==> config.mk <==
export PLATFORM = sky130hd
export DESIGN_NAME = crc32c_key_hash_accumulator
export DESIGN_NICKNAME = d
export VERILOG_FILES = /design/src/design/ckha_pkg.sv /design/src/design/ckha_tail_pack.sv /design/src/design/ckha_crc_core.sv /design/src/design/crc32c_key_hash_accumulator.sv
export SDC_FILE = /design/constraint.sdc
export NUM_CORES = 1
export LEC_CHECK = 0
export CAP_MARGIN = 30
export CORE_UTILIZATION = 56
export CTS_CLUSTER_DIAMETER = 150
export DETAILED_ROUTE_END_ITERATION = 10
export DONT_BUFFER_PORTS = 1
export PLACE_DENSITY = 0.71
export REMOVE_ABC_BUFFERS = 1
export SLEW_MARGIN = 5
export SYNTH_ARGS = -nofsm -noshare
export SYNTH_HDL_FRONTEND = slang
export SYNTH_SLANG_ARGS = --single-unit
==> constraint.sdc <==
create_clock -name i_clk -period 29.4 [get_ports i_clk]
set_input_delay 5.88 -clock i_clk [delete_from_list [all_inputs] [get_ports i_clk]]
set_output_delay 5.88 -clock i_clk [all_outputs]
set_load 0.02 [all_outputs]
==> src/design/ckha_pkg.sv <==
// ----------------------------------------------------------------------------
// ckha_pkg
// shared types, opcodes and the crc32c word update for the key hash block
// ----------------------------------------------------------------------------
package ckha_pkg;

    localparam int unsigned HashW  = 32;
    localparam int unsigned WordW  = 64;
    localparam int unsigned ByteW  = 8;
    localparam int unsigned NBytes = WordW / ByteW;
    localparam int unsigned CountW = $clog2(NBytes);

    localparam logic [HashW-1:0] CrcPoly = 32'h82F6_3B78;

    typedef enum logic [1:0] {
        OP_WORD = 2'd0,
        OP_WIDE = 2'd1,
        OP_TAIL = 2'd2,
        OP_RSVD = 2'd3
    } t_opcode;

    typedef struct packed {
        t_opcode            opcode;
        logic [WordW-1:0]   data_low;
        logic [WordW-1:0]   data_high;
        logic [CountW-1:0]  tail_count;
        logic               restart;
        logic [HashW-1:0]   seed;
    } t_item;

    // reflected crc32c over one 64-bit word, lsb first, no inversion
    function automatic logic [HashW-1:0] crc32c_word(
        input logic [HashW-1:0] crc,
        input logic [WordW-1:0] word
    );
        logic [HashW-1:0] c;
        logic             fb;
        c = crc;
        for (int b = 0; b < WordW; b++) begin
            fb = c[0] ^ word[b];
            c  = (c >> 1) ^ (fb ? CrcPoly : '0);
        end
        return c;
    endfunction

endpackage

==> src/design/ckha_tail_pack.sv <==
// ----------------------------------------------------------------------------
// ckha_tail_pack
// packs a 1 to 7 byte string tail into one word, first byte most significant
// ----------------------------------------------------------------------------
module ckha_tail_pack (
    input  logic [ckha_pkg::WordW-1:0]  i_bytes,
    input  logic [ckha_pkg::CountW-1:0] i_count,
    output logic [ckha_pkg::WordW-1:0]  o_packed
);

    always_comb begin
        logic [ckha_pkg::CountW-1:0] src;
        o_packed = '0;
        for (int j = 0; j < ckha_pkg::NBytes; j++) begin
            src = i_count - ckha_pkg::CountW'(j) - ckha_pkg::CountW'(1);
            if (ckha_pkg::CountW'(j) < i_count) begin
                o_packed[j*ckha_pkg::ByteW +: ckha_pkg::ByteW] =
                    i_bytes[src*ckha_pkg::ByteW +: ckha_pkg::ByteW];
            end
        end
    end

endmodule

==> src/design/ckha_crc_core.sv <==
// ----------------------------------------------------------------------------
// ckha_crc_core
// start value select and crc32c update of one item, pure xor network
// ----------------------------------------------------------------------------
module ckha_crc_core (
    input  ckha_pkg::t_item            i_item,
    input  logic [ckha_pkg::HashW-1:0] i_run_hash,
    output logic [ckha_pkg::HashW-1:0] o_hash
);

    logic [ckha_pkg::HashW-1:0] start;
    logic [ckha_pkg::HashW-1:0] mid;
    logic [ckha_pkg::WordW-1:0] packed_tail;
    logic [ckha_pkg::WordW-1:0] last_word;
    logic [ckha_pkg::HashW-1:0] last_hash;

    ckha_tail_pack u_tail_pack (
        .i_bytes  (i_item.data_low),
        .i_count  (i_item.tail_count),
        .o_packed (packed_tail)
    );

    assign start     = i_item.restart ? i_item.seed : i_run_hash;
    // high half of a wide value goes first
    assign mid       = (i_item.opcode == ckha_pkg::OP_WIDE)
                     ? ckha_pkg::crc32c_word(start, i_item.data_high) : start;
    assign last_word = (i_item.opcode == ckha_pkg::OP_TAIL) ? packed_tail : i_item.data_low;
    assign last_hash = ckha_pkg::crc32c_word(mid, last_word);

    always_comb begin
        unique case (i_item.opcode) inside
            ckha_pkg::OP_WORD,
            ckha_pkg::OP_WIDE: o_hash = last_hash;
            ckha_pkg::OP_TAIL: o_hash = (i_item.tail_count != '0) ? last_hash : start;
            default:           o_hash = start;
        endcase
    end

endmodule

==> src/design/crc32c_key_hash_accumulator.sv <==
// ----------------------------------------------------------------------------
// crc32c_key_hash_accumulator
// chained crc32c hash of key words, 128-bit values and string tails
// ----------------------------------------------------------------------------
//  channel | valid        | stall        | payload
//  in      | i_in_valid   | o_in_stall   | i_opcode i_data_low i_data_high
//          |              |              | i_tail_count i_restart i_seed
//  out     | o_out_valid  | i_out_stall  | o_hash_value
//
//  one beat per cycle in and out while the output is not stalled; a taken beat
//  loads the input register, then moves into the result register to be offered
//  the running hash updates as an item moves into the result register, so the
//  next item in the input register sees it with no bubble
//  reset clears both valid flags and the running hash to zero
//  o_in_stall rises only when both registers hold beats and the output stalls
// ----------------------------------------------------------------------------
module crc32c_key_hash_accumulator (
    input  logic                          i_clk,
    input  logic                          i_rst_n,
    input  logic                          i_in_valid,
    output logic                          o_in_stall,
    input  logic [1:0]                    i_opcode,
    input  logic [ckha_pkg::WordW-1:0]    i_data_low,
    input  logic [ckha_pkg::WordW-1:0]    i_data_high,
    input  logic [ckha_pkg::CountW-1:0]   i_tail_count,
    input  logic                          i_restart,
    input  logic [ckha_pkg::HashW-1:0]    i_seed,
    output logic                          o_out_valid,
    input  logic                          i_out_stall,
    output logic [ckha_pkg::HashW-1:0]    o_hash_value
);

    ckha_pkg::t_item            r_item;
    logic                       r_in_vld;
    logic                       r_out_vld;
    logic [ckha_pkg::HashW-1:0] r_out_hash;
    logic [ckha_pkg::HashW-1:0] r_run_hash;

    logic                       n_in_vld;
    logic                       n_out_vld;
    logic [ckha_pkg::HashW-1:0] n_hash;
    logic                       out_free;
    logic                       in_free;
    logic                       advance;
    logic                       take;

    assign out_free = !r_out_vld || !i_out_stall;
    assign advance  = r_in_vld && out_free;
    assign in_free  = !r_in_vld || out_free;
    assign take     = i_in_valid && in_free;

    assign n_in_vld  = take || (r_in_vld && !out_free);
    assign n_out_vld = advance || (r_out_vld && i_out_stall);

    ckha_crc_core u_crc_core (
        .i_item     (r_item),
        .i_run_hash (r_run_hash),
        .o_hash     (n_hash)
    );

    always_ff @(posedge i_clk) begin
        if (!i_rst_n) begin
            r_in_vld   <= 1'b0;
            r_out_vld  <= 1'b0;
            r_run_hash <= '0;
        end else begin
            r_in_vld  <= n_in_vld;
            r_out_vld <= n_out_vld;
            if (advance) begin
                r_run_hash <= n_hash;
            end
        end
    end

    always_ff @(posedge i_clk) begin
        if (take) begin
            r_item.opcode     <= ckha_pkg::t_opcode'(i_opcode);
            r_item.data_low   <= i_data_low;
            r_item.data_high  <= i_data_high;
            r_item.tail_count <= i_tail_count;
            r_item.restart    <= i_restart;
            r_item.seed       <= i_seed;
        end
        if (advance) begin
            r_out_hash <= n_hash;
        end
    end

    assign o_in_stall   = !in_free;
    assign o_out_valid  = r_out_vld;
    assign o_hash_value = r_out_hash;

endmodule

==> impl_results.md <==
* Relative slew slack at 30.4%
* Req. time, crit path at 29.72 ns
* Critical path's most frequent cell: xnor3_1
* Largest net degree at the start of global routing at 73
* Average wire per standard cell at 30.3 um
* Synth top area share at 25.4%
* Worst EP arrival at 20.75 ns
* Layout cells sized above 1 at 13.9%
* Critical path's slowest cell: xnor3_1
* Setup WS post-layout at 8.97 ns
* Setup TNS at 0 ns
* Die Area at 0.0584 mm^2
* DIE WIDTH at 242 um
* Row count at 87
* DRC at 0
* Achievable Freq at 0.0490 GHz
* Met2 wire length at 45400 um
* Initial antenna violation count at 2
* Worst skew pair latency at 0.60 ns
* Mapped cell area at 0.0321 mm^2
* Unrepaired setup endpoints after global routing: no
* Tcrit/Tclk final at 69.5%
* Buf+Inv Stages, Crit Path at 1
* Post-synth top flop: edfxtp_1
* Minimum period implied by the final worst setup slack at 20.43 ns
* Most common cell in the netlist: xnor2_1
* Crit path capture type: register
* CP Class: reg2reg
* Max FO, Critical Path at 32
* Routability Congestion at 1.02
* Yosys cell types at 48
* Highest routed metal layer: met4
* Initial Util at 56.9%
* Largest area contributor in the netlist: xnor3_1
* Startpoint Class: register
* Post-synth ARST share at 0%
* Max_cap viols at 0
* Nets at 2501
* CTS HTree Levels at 1
* M1 WL at 37200 um
* Crit-path leading delay family: XOR/XNOR gates
* Post-CTS Setup Bufs at 0
* Synth Warn # at 0
* GRT Overall Usage at 32.2%
* CTS Buffer Depth at 3
* Final Instance Area at 0.0340 mm^2
* Die Ht at 242 um
* Result of the run: completed
* Clock root cell: clkbuf_16
* Top cells by area, synth: xnor3_1 25%, xnor2_1 19%, edfxtp_1 18%
* Final Setup Violations at 0
* ANT nets after route at 0
* 1st-pass router iterations at 5
* Total grt overflow at 0
* CTS tree: yes
* Clock sinks at 232
* First-pass GRT wire length at 136000 um
* Final wirelength at 93800 um
* DP HPWL at 76400 um
* Hold buffers post-CTS at 0
* Vias in the first global route at 19194
* Fin. Hold Viols at 0
* Worst-path clk slew at 0.06 ns
* Pre-CTS setup slack at 9.07 ns
* Metal3 WL at 5930 um
* Final Non-Filler Cells at 3099
* Yosys reg bits at 232
* Most instantiated cells after synthesis: 713 x xnor2_1, 363 x xnor3_1, 206 x xor2_1
* CTS resizes at 0
* Area Overhead vs Synth at 5.78%
* Vias at 18532
* CORE AREA at 0.0565 mm^2
* CP max stage delay at 0.94 ns
* Via-to-Cell Ratio at 5.98
* Final worst clock skew at 0.0298 ns
* Slew @ Worst Pin at 1.03 ns
* Post-synth EDFFs at 198
* Mapped Avg Cell Area at 13.8 um^2
* Top-Level Pins at 204
* Synthesized instance count at 2325
* DR iter-0 viols at 1689
* DP Area at 0.0330 mm^2
* Num CTS Buffers at 27
* Placed cells at 3045
* Input/output buffers at 0
* Register area share after synthesis at 20.6%
* Min-Delay Path Class: reg2reg
* Slew Limit Fails at 0
-- registers in the layout, summed over array words and instances, names as in the netlist --
register and cells:
o_hash_value 32, o_out_valid 1, r_item 166, r_in_vld 1
r_run_hash 32
-- layout make-up --
type | instances | area [um^2]
Fill cell | 4374 | 22500
Multi-Input combinational cell | 2015 | 25200
Antenna cell | 2 | 5.00
Sequential cell | 232 | 6630
Inverter | 8 | 30.0
Timing Repair Buffer | 36 | 308
Clock buffer | 38 | 768
Clock inverter | 12 | 149
Tap cell | 756 | 946
-- stage by stage --
| step | utilization (%) | hold WS [ns] |
|---|---|---|
| final | 60.2 | 0.451 |
| after global routing | 60.2 | 0.463 |
| after CTS | 60.1 | 0.452 |
| after detailed placement | 58.5 | 0.444 |
| after global placement | 58.4 | 0.439 |
| after floorplan | - | 0.434 |
-- final timing paths --
check / startpoint / end / slack [ns] / cells past startpoint
max: r_item[32] / o_hash_value[11] / 8.97 / 42
min: r_run_hash[9] / r_run_hash[9] / 0.45 / 2
max reg2reg: r_item[32] / o_hash_value[11] / 8.97 / 42
min reg2reg: r_run_hash[9] / r_run_hash[9] / 0.45 / 2
-- worst register-to-register path: cells and delay by family, from the launching register on --
kind	cells	cell delay [ns]
multiplexers	1	0.87
AO/OA/AOI/OAI	1	0.16
buffers and inverters	1	0.53
AND/OR/NAND/NOR	2	0.17
XOR/XNOR	37	18.12
flip-flops	1	0.32
-- placed cells by master (no fill, tap or decap), types with 17 or more instances in the layout --
cell type / synthesis / layout
clkbuf_16: 0 / 28
mux4_2: 72 / 72
xnor3_1: 363 / 363
xnor2_1: 713 / 713
edfxtp_1: 198 / 198
xor2_1: 206 / 206
xor3_1: 54 / 54
xnor2_4: 26 / 26
xnor3_2: 31 / 31
buf_4: 3 / 32
a21boi_1: 17 / 17
dfxtp_1: 34 / 34
xnor2_2: 54 / 54
nand2_1: 151 / 151
xor2_2: 20 / 20
a21oi_1: 79 / 79
o21ai_0: 36 / 36
nor2_1: 22 / 22
mux2i_1: 66 / 66
-- kinds of logic (layout without fill, tap and decap cells) --
kind of cell,count (synthesis),in the layout,synth area share (%)
AOI/OAI and AO/OA,179,179,3.25
xor gates and xnor gates,1489,1489,64.5
adders and majority gates,11,11,0.428
buffers and inverters,78,94,1.13
DFF,232,232,20.6
muxes,152,152,7.83
other,0,2,0
and+or+nand+nor,184,184,2.23
-- layer usage --
metal | vias up | global-route usage, %
met5 | - | 0
met4 | 0 | 15.4
met3 | 185 | 4.05
met2 | 837 | 53.7
met1 | 9408 | 41.7
li1 | 8102 | -
Power is left out: the tool's default activity adds up to more than one toggle a clock period on the data nets, which glitch-free logic cannot reach.
